===== src/rtl/fkf_pkg.sv =====
// ----------------------------------------------------------------------------
// fkf_pkg: shared types, constants and tables of the key code converter
// Holds the note decode table, the pitch mantissa table built at elaboration
// and the structs that travel between the front end, the queue and the back end.
// ----------------------------------------------------------------------------
package fkf_pkg;

	localparam int CLK_W       = 26;
	localparam int MANT_W      = 26;
	localparam int TABLE_LEN   = 768;
	localparam int TABLE_IDX_W = 10;
	localparam int EXP_W       = 4;
	localparam int QBITS       = 61;
	localparam int MANT_FRAC   = 24;
	localparam int Q_W         = 21;
	localparam int CSRC_W      = 42;
	localparam int DEN_W       = 48;
	localparam int QUEUE_DEPTH = 4;

	localparam logic [15:0] PITCH_SCALE = 16'd63360;
	localparam logic [21:0] SRC_STD     = 22'd3579545;
	localparam logic [10:0] FNUM_LO     = 11'd1024;
	localparam logic [10:0] FNUM_HI     = 11'd2047;

	localparam logic [0:0] REG_SOURCE_CLOCK = 1'b0;
	localparam logic [0:0] REG_TARGET_CLOCK = 1'b1;

	localparam logic [63:0] QONE = 64'd1 << QBITS;
	localparam logic [63:0] QTWO = 64'd1 << (QBITS + 1);

	typedef logic [MANT_W-1:0] mant_tab_t [TABLE_LEN];

	typedef struct packed {
		logic [EXP_W-1:0]       octave_exp;
		logic [TABLE_IDX_W-1:0] mant_idx;
	} item_t;

	typedef struct packed {
		logic [CLK_W-1:0] source_clock_hz;
		logic [CLK_W-1:0] target_clock_hz;
	} cfg_t;

	// Semitone of each note code; the unused codes take the semitone of the code below.
	function automatic logic [3:0] note_semi(input logic [3:0] code);
		logic [3:0] s;
		case (code)
			4'd0:    s = 4'd0;
			4'd1:    s = 4'd1;
			4'd2:    s = 4'd2;
			4'd3:    s = 4'd2;
			4'd4:    s = 4'd3;
			4'd5:    s = 4'd4;
			4'd6:    s = 4'd5;
			4'd7:    s = 4'd5;
			4'd8:    s = 4'd6;
			4'd9:    s = 4'd7;
			4'd10:   s = 4'd8;
			4'd11:   s = 4'd8;
			4'd12:   s = 4'd9;
			4'd13:   s = 4'd10;
			4'd14:   s = 4'd11;
			default: s = 4'd11;
		endcase
		return s;
	endfunction

	// Truncating Q61 product, capped just above 2.0.
	function automatic logic [63:0] qmul(input logic [63:0] a, input logic [63:0] b);
		logic [127:0] p;
		logic [63:0]  r;
		p = {64'd0, a} * {64'd0, b};
		r = p[124:61];
		if (r > QTWO)
			r = QTWO + 64'd1;
		return r;
	endfunction

	function automatic logic [63:0] qpow(input logic [63:0] v, input int n);
		logic [63:0] r;
		logic [63:0] base;
		int          k;
		r = QONE;
		base = v;
		k = n;
		while (k != 0) begin
			if (k % 2 == 1)
				r = qmul(r, base);
			k = k / 2;
			if (k != 0)
				base = qmul(base, base);
		end
		return r;
	endfunction

	// Twelve-tone mantissa table, 2^(m/768) with 24 fractional bits.
	function automatic mant_tab_t build_mant();
		mant_tab_t   t;
		logic [63:0] lo;
		logic [63:0] hi;
		logic [63:0] mid;
		logic [63:0] v;
		logic [63:0] sum;
		lo = QONE;
		hi = QTWO;
		while (hi - lo > 64'd1) begin
			mid = lo + ((hi - lo) >> 1);
			if (qpow(mid, TABLE_LEN) <= QTWO)
				lo = mid;
			else
				hi = mid;
		end
		v = QONE;
		for (int m = 0; m < TABLE_LEN; m++) begin
			sum = v + (64'd1 << (QBITS - MANT_FRAC - 1));
			t[m] = sum[QBITS-MANT_FRAC+MANT_W-1:QBITS-MANT_FRAC];
			v = qmul(v, lo);
		end
		return t;
	endfunction

	localparam mant_tab_t MANT = build_mant();

endpackage


===== src/rtl/fkf_queue.sv =====
// ----------------------------------------------------------------------------
// fkf_queue: decoupling queue
// A short first-in first-out buffer between the front end and the back end.
// ----------------------------------------------------------------------------
module fkf_queue import fkf_pkg::*; (
	input  logic  clk,
	input  logic  arst_n,
	input  logic  push,
	input  item_t push_item,
	input  logic  pop,
	output logic  full,
	output logic  not_empty,
	output item_t head
);

	localparam int PTR_W = $clog2(QUEUE_DEPTH);

	item_t            entry_q [QUEUE_DEPTH];
	logic [PTR_W-1:0] wr_ptr_q;
	logic [PTR_W-1:0] rd_ptr_q;
	logic [PTR_W:0]   count_q;

	assign full      = count_q == (PTR_W + 1)'(QUEUE_DEPTH);
	assign not_empty = count_q != '0;
	assign head      = entry_q[rd_ptr_q];

	always_ff @(posedge clk or negedge arst_n) begin
		if (!arst_n) begin
			wr_ptr_q <= '0;
			rd_ptr_q <= '0;
			count_q  <= '0;
		end else begin
			if (push)
				wr_ptr_q <= wr_ptr_q + 1'b1;
			if (pop)
				rd_ptr_q <= rd_ptr_q + 1'b1;
			if (push && !pop)
				count_q <= count_q + 1'b1;
			else if (pop && !push)
				count_q <= count_q - 1'b1;
		end
	end

	always_ff @(posedge clk) begin
		if (push)
			entry_q[wr_ptr_q] <= push_item;
	end

endmodule


===== config.mk =====
export PLATFORM = sky130hd
export DESIGN_NAME = fkf_queue
export DESIGN_NICKNAME = d
export VERILOG_FILES = /design/src/rtl/fkf_pkg.sv /design/src/rtl/fkf_queue.sv
export SDC_FILE = /design/constraint.sdc
export NUM_CORES = 1
export LEC_CHECK = 0
export BUFFER_PORTS_ARGS = -buffer_cell sky130_fd_sc_hd__buf_2
export CAP_MARGIN = 20
export CORE_AREA = 5 5 102 94
export CTS_CLUSTER_DIAMETER = 200
export CTS_CLUSTER_SIZE = 8
export DETAILED_ROUTE_END_ITERATION = 12
export DIE_AREA = 0 0 107 99
export HOLD_SLACK_MARGIN = 0.02
export PLACE_DENSITY = 0.45
export SLEW_MARGIN = 25
export SYNTH_ARGS = -nofsm -noshare
export SYNTH_HDL_FRONTEND = slang
export SYNTH_SLANG_ARGS = --single-unit

===== constraint.sdc =====
create_clock -name clk -period 1.8 [get_ports clk]
set_clock_uncertainty 0.2 [all_clocks]
set_input_delay 0.18 -clock clk [delete_from_list [all_inputs] [get_ports clk]]
set_output_delay 0.18 -clock clk [all_outputs]
set_load 0.02 [all_outputs]

==> metrics list <==
- Status: finished with violations
* Failing checks: negative setup slack
- Counting instances, the worst hold path has a depth of 4.
* Area share of xor/xnor cells in the synthesized design: 0.0215
* Row count: 32
- Category of the most critical setup path: reg2out
- Routed wire length per instance: ~16 um
* Data required time of the worst path: 1.42 ns
- The count of cells in the finished layout, fillers not included, comes to about 280.
* Area of combinational cells with multiple inputs: between 500 and 600 sq um
- Class of the worst hold path: in2reg
* Number of antenna cells inserted: 0
* Critical path startpoint: rd_ptr_q[0]
- Largest net degree at the start of global routing: 15
- Total CTS buffers: 9
* Synthesized instance count: 107
- Cell count of the worst reg-to-reg path: 2
- Max-slew violations: 0
- Measured against its own limit, the worst slew margin works out to 0.519.
* # setup viols final: 14
- For this run, the detailed router's first-pass iteration total came to 4.
* Syn_nets: roughly 130
* Relative area change from synthesis to final layout: 35.0%
- Number of synthesized register bits: between 60 and 70
- Part of the Yosys area used for sequential elements: 0.759
* Register area: around 1900 sq um
- Of the total synthesized cell area, the portion taken by full adders, half adders and majority gates is 0.0337.
- The worst register-to-register path begins at wr_ptr_q[1].
- The complex-gate fraction of the synthesized area is 0.00204.
- Clock latency on the worst-skew pair, taken at its later pin, is approximately 0.32 ns.
* Pwr/cell area: 1670 nW/um^2
- After the last flow step, the layout net total stands at about 200.
* Overflow left after global routing: 0
* Syn avg cell area: ~23 sq um
* Vias per Instance: about 4.4
- In this run the number of H-tree levels came out at 3.
* Routed Antenna Nets: 0
* Total placed cells including tap cells: 249
* CTS sink count: 63
- Post-Syn Area: 2450 sq um
- STA classifies the critical path endpoint as a primary output.
- In this run the most critical hold path is launched from pop.
- Of the cells placed in the final design, the portion with a size suffix greater than 1 is 0.407.
* Die outline width: around 110 um
- Leading cell type in the layout, fill and taps excluded: edfxtp_1
- By area, the combinational part of the netlist is dominated by multiplexers.
* Wire length of the first global-routing pass: between 7 and 8 mm
- Total die area: about 11000 sq um
- Overall Global Routing Usage: 0.0938
- Max-Cap Viols: 0
- In the finished design, the share of the clock period the worst path needs comes to 1.10.
- Drt initial violations: 69
* Die Y: between 90 and 100 um
- Arrival time of the worst setup path: ~1.6 ns
* Portion of netlist area occupied by mux cells: 0.143
- Highest clock rate: between 500 and 600 MHz
* Clk pin slew, worst setup/hold paths: around 0.070 ns
* Static leakage: ~1.2 nW
- For this run, the number of Yosys warnings is 0.
- The worst register-to-register path has a setup slack of 0.12 ns.
- Of all nets on the critical path, the largest fanout is 6.
- The initial utilization of the core area, before any placement, comes to 0.291.
- The top cell types in the final layout, fill and taps aside, are edfxtp_1 (56), buf_2 (20), dlygate4sd3_1 (18).
- Routed vias: 1248
- CTS tree: yes
- The initial antenna violation count is 0.
- The via count of the first global-routing pass was 1433.
- The worst setup path is launched from a register.
* Placed wire-length estimate after detailed placement: 3.07 mm
- The number of different library cells used by synthesis comes to 19.
- Of the total synthesized cell area, the portion taken by AND, OR, NAND and NOR gates is 0.0204.
- For the finished layout, the period the worst path requires is between 1.5 and 2 ns.
- The floorplan step defined a core boundary enclosing roughly 8400 sq um.
- RSZ-0062 raised after global routing: true
- The count of endpoints failing hold in the final timing report was 0.
- VDD sags by at most 0.000614 V.
- Weighted congestion reported at the end of routability-driven placement: 0.689
- For this run, design rule violations remaining after detail routing come to 0.
- # port buffers: 33
* Root Buffer Master: clkbuf_8
- Number of fill cells in the layout: 771
* Wirelength, routed: roughly 4.6 mm
* Buffer levels on the longest clock path: 2
* Slew at the pin closest to its max-slew limit: 0.722 ns
- Setup WS post-layout: -0.180 ns
- Count of pins on the block boundary: 34
- OpenSTA, run right after detailed placement, puts the worst setup slack at around 0.08 ns.
[critical path: stages (launching register included)]
cell	delay (ns)
dfrtp_2	0.44
clkbuf_16	0.18
mux4_2	0.51
buf_6	0.15
[per-layer routing]
metal | GRT usage | wire (um)
met1 | 0.117 | 2080
met2 | 0.149 | 2270
met3 | 0.0445 | 197
met4 | 0.0216 | 12
met5 | 0 | 0
[through the flow]
stage                      util  hold slack [ns]  power, mW  instance area, sq um  TNS [ns]
after floorplan               -           -0.316       3.17                  2450         0
after global routing      0.393           0.0930       5.81                  3300     -3.31
after detailed placement  0.333           -0.174       3.79                  2800         0
after global placement    0.333           -0.182       3.73                  2800         0
after CTS                 0.393           0.0857       5.64                  3310     -2.94
final                     0.393           0.0979       5.53                  3300     -2.34
[power by group]
group | switching (mW) | internal (mW) | total (mW) | leakage (nW)
Clock | 0.521 | 0.910 | 1.43 | 0.118
Combinational | 0.943 | 1.06 | 2.00 | 0.505
Sequential | 0.149 | 1.94 | 2.09 | 0.595
[cell type report]
cell class	instances	area share
Timing Repair Buffer	62	0.167
Clock buffer	9	0.0375
Tap cell	102	0.0386
Sequential cell	63	0.562
Clock inverter	7	0.0337
Multi-Input combinational cell	37	0.156
Inverter	4	0.00454
[sequential cells by signal (all words and copies together), names as in the netlist]
| signal | cells |
|---|---|
| count_q | 3 |
| rd_ptr_q | 2 |
| wr_ptr_q | 2 |
| entry_q | 56 |
[synthesized netlist by cell type (all sizes together)]
cell    count  share of area
and2        4          0.010
buf         3          0.015
dfrtp       7          0.072
edfxtp     56           0.69
fa          1         0.0082
ha          5          0.026
inv         4         0.0061
mux2        1         0.0046
mux4       14           0.14
nand2       2         0.0031
nor2        1         0.0015
nor3b       1         0.0031
o21ai       1         0.0020
or3         1         0.0026
xnor2       2         0.0072
xor2        4          0.014
[repair_timing]
| action | in CTS | in global routing |
|---|---|---|
| setup endpoints to repair | 14 | 14 |
| hold buffers | 18 | 0 |
| setup buffers | 0 | 0 |
| hold endpoints to repair | 67 | 0 |
| cloned | 1 | 0 |
| pin swaps | 0 | 0 |
| gates resized for setup | 34 | 1 |
[cell families after synthesis]
group	count (synthesis)
adder cells (fa/ha/maj)	6
flip-flops	63
AO/OA/AOI/OAI	1
multiplexers	15
XOR/XNOR	6
AND/OR/NAND/NOR	9
buffers and inverters	7
[path summary, 6_finish.rpt]
kind	endpoint
setup / recovery	head[5]
max in group asynchronous	rd_ptr_q[0]
hold reg to reg	count_q[2]
hold / removal	count_q[0]
min in group asynchronous	rd_ptr_q[1]
setup reg to reg	entry_q[3][1]
Note: power is estimated with default switching activity, not from simulation.
