--- src/rtl/fkf_pkg.sv ---
// ----------------------------------------------------------------------------
// fkf_pkg: shared types, constants and tables of the key code converter
// Holds the note decode table, the pitch mantissa table built at elaboration
// and the structs that travel between the front end, the queue and the back end.
// ----------------------------------------------------------------------------
package fkf_pkg;

	localparam int CLK_W       = 26;
	localparam int MANT_W      = 26;
	localparam int TABLE_LEN   = 768;
	localparam int TABLE_IDX_W = 10;
	localparam int EXP_W       = 4;
	localparam int QBITS       = 61;
	localparam int MANT_FRAC   = 24;
	localparam int Q_W         = 21;
	localparam int CSRC_W      = 42;
	localparam int DEN_W       = 48;
	localparam int QUEUE_DEPTH = 4;

	localparam logic [15:0] PITCH_SCALE = 16'd63360;
	localparam logic [21:0] SRC_STD     = 22'd3579545;
	localparam logic [10:0] FNUM_LO     = 11'd1024;
	localparam logic [10:0] FNUM_HI     = 11'd2047;

	localparam logic [0:0] REG_SOURCE_CLOCK = 1'b0;
	localparam logic [0:0] REG_TARGET_CLOCK = 1'b1;

	localparam logic [63:0] QONE = 64'd1 << QBITS;
	localparam logic [63:0] QTWO = 64'd1 << (QBITS + 1);

	typedef logic [MANT_W-1:0] mant_tab_t [TABLE_LEN];

	typedef struct packed {
		logic [EXP_W-1:0]       octave_exp;
		logic [TABLE_IDX_W-1:0] mant_idx;
	} item_t;

	typedef struct packed {
		logic [CLK_W-1:0] source_clock_hz;
		logic [CLK_W-1:0] target_clock_hz;
	} cfg_t;

	// Semitone of each note code; the unused codes take the semitone of the code below.
	function automatic logic [3:0] note_semi(input logic [3:0] code);
		logic [3:0] s;
		case (code)
			4'd0:    s = 4'd0;
			4'd1:    s = 4'd1;
			4'd2:    s = 4'd2;
			4'd3:    s = 4'd2;
			4'd4:    s = 4'd3;
			4'd5:    s = 4'd4;
			4'd6:    s = 4'd5;
			4'd7:    s = 4'd5;
			4'd8:    s = 4'd6;
			4'd9:    s = 4'd7;
			4'd10:   s = 4'd8;
			4'd11:   s = 4'd8;
			4'd12:   s = 4'd9;
			4'd13:   s = 4'd10;
			4'd14:   s = 4'd11;
			default: s = 4'd11;
		endcase
		return s;
	endfunction

	// Truncating Q61 product, capped just above 2.0.
	function automatic logic [63:0] qmul(input logic [63:0] a, input logic [63:0] b);
		logic [127:0] p;
		logic [63:0]  r;
		p = {64'd0, a} * {64'd0, b};
		r = p[124:61];
		if (r > QTWO)
			r = QTWO + 64'd1;
		return r;
	endfunction

	function automatic logic [63:0] qpow(input logic [63:0] v, input int n);
		logic [63:0] r;
		logic [63:0] base;
		int          k;
		r = QONE;
		base = v;
		k = n;
		while (k != 0) begin
			if (k % 2 == 1)
				r = qmul(r, base);
			k = k / 2;
			if (k != 0)
				base = qmul(base, base);
		end
		return r;
	endfunction

	// Twelve-tone mantissa table, 2^(m/768) with 24 fractional bits.
	function automatic mant_tab_t build_mant();
		mant_tab_t   t;
		logic [63:0] lo;
		logic [63:0] hi;
		logic [63:0] mid;
		logic [63:0] v;
		logic [63:0] sum;
		lo = QONE;
		hi = QTWO;
		while (hi - lo > 64'd1) begin
			mid = lo + ((hi - lo) >> 1);
			if (qpow(mid, TABLE_LEN) <= QTWO)
				lo = mid;
			else
				hi = mid;
		end
		v = QONE;
		for (int m = 0; m < TABLE_LEN; m++) begin
			sum = v + (64'd1 << (QBITS - MANT_FRAC - 1));
			t[m] = sum[QBITS-MANT_FRAC+MANT_W-1:QBITS-MANT_FRAC];
			v = qmul(v, lo);
		end
		return t;
	endfunction

	localparam mant_tab_t MANT = build_mant();

endpackage

--- src/rtl/fkf_front.sv ---
// ----------------------------------------------------------------------------
// fkf_front: input stage
// Accepts key code transactions and splits the pitch into an octave exponent
// and a mantissa table index.
// ----------------------------------------------------------------------------
module fkf_front import fkf_pkg::*; (
	input  logic       clk,
	input  logic       arst_n,
	input  logic       in_valid,
	output logic       in_stall,
	input  logic [7:0] key_code,
	input  logic [7:0] key_fraction,
	input  logic       queue_full,
	output logic       push,
	output item_t      push_item
);

	logic       valid_s1;
	item_t      item_s1;
	logic       accept;
	logic [3:0] semi;
	logic       wrap;
	logic [3:0] rel;

	assign in_stall  = valid_s1 && queue_full;
	assign accept    = in_valid && !in_stall;
	assign push      = valid_s1 && !queue_full;
	assign push_item = item_s1;

	// Pitch counts from three semitones below A; nine and up wrap an octave.
	assign semi = note_semi(key_code[3:0]);
	assign wrap = semi >= 4'd9;
	assign rel  = wrap ? semi - 4'd9 : semi + 4'd3;

	always_ff @(posedge clk or negedge arst_n) begin
		if (!arst_n) begin
			valid_s1 <= 1'b0;
		end else if (accept) begin
			valid_s1 <= 1'b1;
		end else if (push) begin
			valid_s1 <= 1'b0;
		end
	end

	always_ff @(posedge clk) begin
		if (accept) begin
			item_s1.octave_exp <= {1'b0, key_code[6:4]} + {3'd0, wrap};
			item_s1.mant_idx   <= {rel, key_fraction[7:2]};
		end
	end

endmodule

--- config.mk ---
export PLATFORM = sky130hd
export DESIGN_NAME = fkf_front
export DESIGN_NICKNAME = d
export VERILOG_FILES = /design/src/rtl/fkf_pkg.sv /design/src/rtl/fkf_front.sv
export SDC_FILE = /design/constraint.sdc
export NUM_CORES = 1
export LEC_CHECK = 0
export BUFFER_PORTS_ARGS = -buffer_cell sky130_fd_sc_hd__buf_2
export CORE_MARGIN = 5
export CORE_UTILIZATION = 42
export DETAILED_ROUTE_END_ITERATION = 8
export GPL_TIMING_DRIVEN = 0
export PLACE_DENSITY = 0.76
export SLEW_MARGIN = 20
export SYNTH_ARGS = -nofsm -noshare
export SYNTH_HDL_FRONTEND = slang
export SYNTH_SLANG_ARGS = --single-unit
--- constraint.sdc ---
create_clock -name clk -period 2 [get_ports clk]
set_clock_uncertainty 0.05 [all_clocks]
set_input_delay 0.4 -clock clk [delete_from_list [all_inputs] [get_ports clk]]
set_output_delay 0.4 -clock clk [all_outputs]
set_load 0.02 [all_outputs]
==> flow_metrics.tcl, run 1 <==
set metrics [dict create \
    crit_type "primary input to flop" \
    slew_headroom_pct 55.5 \
    powerDensity_nw_per_um2 734 \
    hp-start "key_fraction[5]" \
    drt_iter0_markers 1 \
    rows 14 \
    grt_max_degree 15 \
    die_area_sq_um 2470 \
    endpoint_kind "flop" \
    synth.area.top_cells "edfxtp_1, ha_1, dfrtp_1, xnor2_1, xor2_1" \
    grt_pass1_wl_mm 2.13 \
    crit_required_ps 1980 \
    stdcell_area_sq_um 928 \
    cp.arrival_ps 1920 \
    final_cells 97 \
    ff2ff_path_depth 2 \
    synth_top_family_by_area "simple AND/OR/NAND/NOR gates" \
    fin_tns_setup_ps 0 \
    synth.distinct_cells 22 \
    die_x_microns 49.7 \
    reg2reg_from "valid_s1" \
    wirelength_mm 1.24 \
    finalCriticalPeriod_ps 1940 \
    rrSetupSlack_ps 510 \
    post-route-drc-count 0 \
    ir_worst_vdd_uv 403 \
    antenna_left 0 \
    syn_inst 44 \
    yosysWarningCount 0 \
    synthSimpleGateAreaFrac_pct 9.26 \
    ys_ff_latch 15 \
    grt_antenna_before_repair 0 \
    cts_sinks 15 \
    fill_cells 119 \
    synth-compound-area-share_pct 4.35 \
    dp_cells 91 \
    firstDrtPassIters 4 \
    htreeDepth 1 \
    fin_ws_ps 59.4 \
    hold_class "primary input to flop" \
    grtUsageTotal_pct 11.4 \
    regToRegEndpoint "push_item[11]" \
    drive_above_1_share_pct 60.5 \
    numPortBuffers 31 \
    yosysSeqAreaShare_pct 67.3 \
    cp_max_fo 7 \
    grt_overflow 0 \
    hold_viol 0 \
    die_y_microns 49.7 \
    gp_congestion 0.678 \
    core_sq_um 1510 \
    cts_buffer_depth 2 \
    grt_pass1_vias 473 \
    yosys.area.top_type_share_pct 63.5 \
    startpoint_type "primary input" \
    io_pins 36 \
    start_util_pct 43.9 \
    clock_latency_ps 270 \
    worstHoldPathCells 1 \
    worstHoldEndpoint "push_item[3]" \
    syn_nets 68 \
    power.total_mw 0.681 \
    netlist_area_sq_um 662 \
    synth_mux_area_share_pct 1.51 \
    synth_area_leader_cell "edfxtp_1" \
    slew_viol_final 0 \
    dpl_cell_area_sq_um 848 \
    cts_tree "done" \
    dp_slack_ps -227 \
    synth_xor_area_share_pct 7.75 \
    clk_pin_slew_ps 80 \
    worstMarginPinSlew_ps 665 \
    max_freq_mhz 515 \
    routed-via-count 468 \
    min_period_over_period_pct 97.0 \
    area_growth_pct 40.3 \
    diodes 0 \
    postSynthAreaPerCell_sq_um 15.0 \
    avgRoutedWirePerCell_microns 12.8 \
    cts_root_buf "clkbuf_4" \
    outcome "complete, no violations" \
    synthAdderAreaFrac_pct 7.56 \
    nets 106 \
    cellLeakagePower_nw 0.404 \
    cap_violations 0 \
    finalSetupViolCount 0 \
    viasPerCell 4.82 \
    cts_buffers 3 \
]
==> placed cells by master (no fill, tap or decap), types with 2 or more instances in the layout <==
cell	instances
ha_2	4
edfxtp_1	14
xnor2_1	2
clkbuf_4	3
buf_2	30
nor2b_2	2
xor2_1	2
nor2_1	2
o21ai_1	2
==> worst max-delay path by stage <==
stage | start | slack [ps] | to | cells past startpoint
after floorplan | key_code[2] | -60 | push_item[11] | 9
after global placement | key_code[1] | -170 | push_item[11] | 10
after detailed placement | key_code[1] | -230 | push_item[11] | 10
after CTS | key_code[1] | 60 | push_item[11] | 10
after global routing | key_code[1] | -30 | push_item[11] | 10
final | key_code[2] | 60 | push_item[11] | 9
==> power by group <==
part	internal, mW	leakage (nW)	switching [mW]	total [mW]
clock	0.0771	0.0150	0.0837	0.161
combinational	0.0645	0.244	0.0816	0.146
sequential	0.371	0.145	0.00347	0.374
total	0.513	0.404	0.169	0.681
==> sequential cells by signal, summed over array words and instances, names as in the netlist <==
name	flops
push_item	14
valid_s1	1
==> worst max-delay path, cell delays in order <==
cell and delay, ps:
buf_12 90, mux2i_2 210, xor2_1 250, ha_2 240, nand2b_4 130, nand2_2 50, nor2_2 110, ha_2 180
ha_2 260
==> Yosys cell counts, drive strengths merged <==
cell type / count
edfxtp: 14
ha: 4
nor2: 3
nor2b: 3
xnor2: 3
inv: 2
o21ai: 2
xor2: 2
a21oi: 1
a31oi: 1
and2: 1
and3: 1
buf: 1
dfrtp: 1
mux2i: 1
nand2: 1
nand2b: 1
o211ai: 1
or2: 1
==> per-layer routing <==
layer,wire length (microns),track usage [%]
met5,0,0
met4,21,7.86
met3,144,3.31
met2,635,18.9
met1,436,12.3
==> cell families (layout without fill, tap and decap cells) <==
group           Yosys count  count (layout)
compound gates            5               5
xor+xnor                  5               5
fa+ha+maj                 4               4
buf+inv                   3              40
flops                    15              15
mux                       1               1
simple gates             11              11
==> through the flow <==
step                      util, %  hold WS [ps]
after floorplan                 -          54.4
final                        61.6           253
after global placement       56.3           124
after detailed placement     56.3           126
after CTS                    58.7           243
after global routing         61.6           229
==> layout make-up <==
class / instances / area, sq um / share of cell area [%]
Tap cell: 16 / 20.0 / 2.16
Multi-Input combinational cell: 26 / 230 / 24.8
Buffer: 1 / 20.0 / 2.16
Inverter: 2 / 7.51 / 0.809
Timing Repair Buffer: 33 / 179 / 19.3
Clock buffer: 4 / 26.3 / 2.83
Sequential cell: 15 / 445 / 48.0
==> timing repair <==
item	4_1_cts	5_1_grt
endpoints found under the setup margin	0	2
endpoints found under the hold margin	1	0
hold buffers	1	0
buffers inserted	0	1
resized for setup	0	10
(Power assumes the default switching activity.)
==> inputs of run 2 (changes only) <==
Settings changed: CTS_BUF_LIST from default to sky130_fd_sc_hd__clkbuf_4 sky130_fd_sc_hd__clkbuf_8 sky130_fd_sc_hd__clkbuf_16, RECOVER_POWER from default to 100.
==> flow_metrics.tcl, run 2 (synthesized netlist as in run 1, its figures left out) <==
set metrics [dict create \
    cts_sinks 15 \
    final_util_pct 60.4 \
    io_pins 36 \
    crit_type "primary input to flop" \
    slew_viol_final 0 \
    die_x_microns 49.7 \
    hp-start "key_fraction[7]" \
    cts_root_buf "clkbuf_4" \
    cts_tree "done" \
    outcome "complete, no violations" \
    viasPerCell 4.82 \
    reg2reg_from "valid_s1" \
    area_growth_pct 37.4 \
    grt_max_degree 15 \
    drt_iter0_markers 5 \
    antenna_left 0 \
    rows 14 \
    drive_above_1_share_pct 40.7 \
    diodes 0 \
    cts_buffers 3 \
    crit_start "key_code[0]" \
    cts_buffer_depth 2 \
    avgRoutedWirePerCell_microns 13.0 \
    final_common_cell "clkbuf_1" \
    power.total_mw 0.689 \
    hold_class "primary input to flop" \
    grt_pass1_vias 475 \
    post-route-drc-count 0 \
    hold_viol 0 \
    cp_max_fo 3 \
    routed-via-count 468 \
    grt_antenna_before_repair 0 \
    worstMarginPinSlew_ps 666 \
    die_y_microns 49.7 \
    clock_latency_ps 270 \
    htreeDepth 1 \
    clk_pin_slew_ps 80 \
    endpoint_kind "flop" \
    cap_violations 0 \
    nets 106 \
    numPortBuffers 31 \
    wirelength_mm 1.27 \
    largest_reg_flops 14 \
    core_sq_um 1510 \
    max_freq_mhz 514 \
    met1_usage_pct 12.3 \
    crit_required_ps 1970 \
    met3_usage_pct 3.31 \
    final_cells 97 \
    dp_cells 91 \
    use_met2_pct 18.9 \
    finalCriticalPeriod_ps 1940 \
    grt_overflow 0 \
    grt_pass1_wl_mm 2.13 \
    startpoint_type "primary input" \
    final_cell_mix "clkbuf_1, buf_2, edfxtp_1" \
    cp.arrival_ps 1920 \
    worst_hold_slack_ps 252 \
    slew_headroom_pct 55.4 \
    busiest_layer "met2" \
    firstDrtPassIters 4 \
    finalSetupViolCount 0 \
    gp_congestion 0.678 \
    grtUsageTotal_pct 11.4 \
    ir_worst_vdd_uv 401 \
    start_util_pct 43.9 \
    cellLeakagePower_nw 0.361 \
    min_period_over_period_pct 97.2 \
    die_area_sq_um 2470 \
    powerDensity_nw_per_um2 757 \
]
==> run 2: through the flow <==
| stage | instance area, sq um | setup TNS, ps | worst slack, ps |
|---|---|---|---|
| floorplan | 673 | -116 | -59.3 |
| global placement | 848 | -331 | -174 |
| detailed placement | 848 | -727 | -227 |
| CTS | 888 | 0 | 60.1 |
| global route | 910 | -24.4 | -24.4 |
| finish | 910 | 0 | 55.4 |
==> run 2: power by group <==
part           internal, mW  total (mW)  switching [mW]
clock                0.0907       0.174          0.0830
combinational        0.0581       0.140          0.0821
sequential            0.371       0.375         0.00412
total                 0.520       0.689           0.169
==> run 2: final timing paths <==
check | slack (ps) | to | cells past startpoint
setup / recovery | 60 | push_item[12] | 11
min in group asynchronous | 400 | valid_s1 | 2
hold reg to reg | 660 | valid_s1 | 2
hold / removal | 250 | push_item[5] | 1
setup reg to reg | 480 | push_item[3] | 2
max in group asynchronous | 1400 | valid_s1 | 2
==> run 2: repair_timing <==
item                                    4_1_cts  5_1_grt
endpoints found under the setup margin        0        2
hold buffers                                  1        0
endpoints found under the hold margin         1        0
buffers inserted                              0        1
gates resized for setup                       0       10
==> run 2: cell type report <==
| type | count | area (sq um) |
|---|---|---|
| flip-flops and latches | 15 | 445 |
| plain buffers | 1 | 20.0 |
| well taps | 16 | 20.0 |
| inverters | 2 | 7.51 |
| clock buffers | 4 | 30.0 |
| repair buffers | 33 | 159 |
| fillers | 133 | 597 |
| multi-input cells | 26 | 228 |
==> run 2: worst max-delay path: stages <==
cell	delay (ps)
buf_2	90
nor2b_1	280
xnor2_2	170
inv_2	50
ha_2	180
nand2b_4	140
nand2_2	70
nor2_2	40
ha_2	180
ha_2	170
xor2_1	140
==> run 2: per-layer routing <==
metal | wire (microns) | up-vias
li1 | - | 232
met1 | 436 | 207
met4 | 21 | 0
met2 | 639 | 27
met5 | 0 | -
met3 | 169 | 2
==> inputs of run 3 (changes only) <==
Settings changed: CORE_UTILIZATION 42 to 38, PLACE_DENSITY 0.76 to 0.73.
Clock period 2 ns to 1.7 ns, I/O delays scaled along.
==> flow_metrics.tcl, run 3 (synthesized netlist as in run 1, its figures left out) <==
set metrics [dict create \
    grtUsageTotal_pct 9.96 \
    p_comb_share_pct 23.9 \
    p_sw_share_pct 26.3 \
    cts_sinks 15 \
    drive_above_1_share_pct 65.5 \
    hpwl_microns 904 \
    cp_top_family "adder cells" \
    drt_iter0_markers 4 \
    min_period_over_period_pct 102 \
    clkPwrFrac_pct 23.3 \
    final_common_cell "buf_2" \
    cts_buffers 3 \
    grt_overflow 0 \
    cp.arrival_ps 1720 \
    grt_antenna_before_repair 0 \
    endpoint_kind "flop" \
    power.total_mw 0.837 \
    stdcell_area_sq_um 1030 \
    crit_chain "buf_8, nor2_4, mux2i_4, xor2_2, ha_2, nand2b_4, nand2_4, nor2_4, ha_4, ha_4, xor2_1" \
    rrSetupSlack_ps 180 \
    p_sw_mw 0.220 \
    dpl_cell_area_sq_um 853 \
    violations "negative setup slack" \
    grt_max_degree 15 \
    crit_cells 11 \
    rows 15 \
    crit_start "key_code[0]" \
    ff2ff_path_depth 2 \
    htreeDepth 1 \
    wirelength_mm 1.28 \
    slew_viol_final 0 \
    cts_buffer_depth 2 \
    antenna_left 0 \
    finalSetupViolCount 1 \
    die_x_microns 51.7 \
    clock_latency_ps 270 \
    crit_required_ps 1680 \
    cp_max_fo 3 \
    startpoint_type "primary input" \
    worst_hold_slack_ps 187 \
    die_area_sq_um 2680 \
    crit_end "push_item[12]" \
    finalCriticalPeriod_ps 1740 \
    final_cell_mix "buf_2, edfxtp_1, buf_4" \
    p_int_mw 0.617 \
    numPortBuffers 31 \
    clk_pin_slew_ps 90 \
    reg2reg_from "valid_s1" \
    ir_worst_vdd_uv 387 \
    hold_class "primary input to flop" \
    slowest_delay_ps 200 \
    core_sq_um 1690 \
    worst-path-buf-inv 1 \
    max_freq_mhz 575 \
    final_cells 101 \
    start_util_pct 39.2 \
    routed-via-count 473 \
    dp_slack_ps -509 \
    nets 109 \
    cap_violations 0 \
    fin_tns_setup_ps -38.3 \
    viasPerCell 4.68 \
    area_growth_pct 55.0 \
    cts_root_buf "clkbuf_4" \
    final_util_pct 60.7 \
    worstMarginPinSlew_ps 663 \
    grt_setup_unrepaired "yes" \
    grt_pass1_vias 439 \
    gp_congestion 0.733 \
    largest_reg_flops 14 \
    pwr-share-seq_pct 52.7 \
    die_y_microns 51.7 \
    slew_headroom_pct 55.6 \
    fin_ws_ps -38.3 \
    cpMaxStageDelayCell "ha_2" \
    cts_tree "done" \
    hold_viol 0 \
    post-route-drc-count 0 \
    regToRegEndpoint "push_item[12]" \
    outcome "finished with violations" \
    dp_cells 92 \
    io_pins 36 \
    avgRoutedWirePerCell_microns 12.6 \
    firstDrtPassIters 4 \
    crit_type "primary input to flop" \
    powerDensity_nw_per_um2 816 \
    diodes 0 \
    grt_pass1_wl_mm 1.90 \
    cellLeakagePower_nw 0.438 \
]
run 3: power by group through the flow:
stage	Sequential, mW	Clock, mW	Combinational (mW)
after detailed placement	0.451	0	0.153
after global routing	0.444	0.214	0.217
after global placement	0.450	0	0.147
final	0.442	0.195	0.200
after floorplan	0.482	0	0.0645
after CTS	0.442	0.194	0.183
run 3: layout make-up:
type	instances	area, sq um
well taps	17	21.3
plain buffers	1	20.0
inverters	2	7.51
flip-flops and latches	15	445
fillers	140	663
multi-input cells	26	289
clock buffers	3	22.5
repair buffers	36	215
clock inverters	1	5.00
run 3: worst reg2reg max path: cells and delay by family, from the launching register on:
family	cells	cell delay, ps
simple gates	2	720
flops	1	370
run 3: worst min-delay path by stage:
stage	start	to	slack [ps]	depth (start not counted)
3_5_place_dp	arst_n	valid_s1	70	1
4_1_cts	key_fraction[4]	push_item[2]	190	1
5_1_grt	key_fraction[4]	push_item[2]	180	1
6_report	key_fraction[4]	push_item[2]	190	1
2_1_floorplan	arst_n	valid_s1	-6	0
3_3_place_gp	arst_n	valid_s1	60	1
run 3: metal layers:
metal / GRT usage, % / part of all wire (%) / vias up
met5: 0 / 0 / -
met4: 3.93 / 1.3 / 0
met3: 3.72 / 9.7 / 2
met2: 19.1 / 55 / 24
met1: 9.38 / 34 / 211
li1: - / - / 236
run 3: what timing repair did:
| action | CTS | global route |
|---|---|---|
| hold buffers | 1 | 0 |
| gates resized for setup | 11 | 10 |
| endpoints found under the hold margin | 1 | 0 |
| buffers inserted | 4 | 0 |
| pin swaps | 6 | 8 |
| setup endpoints to repair | 18 | 4 |
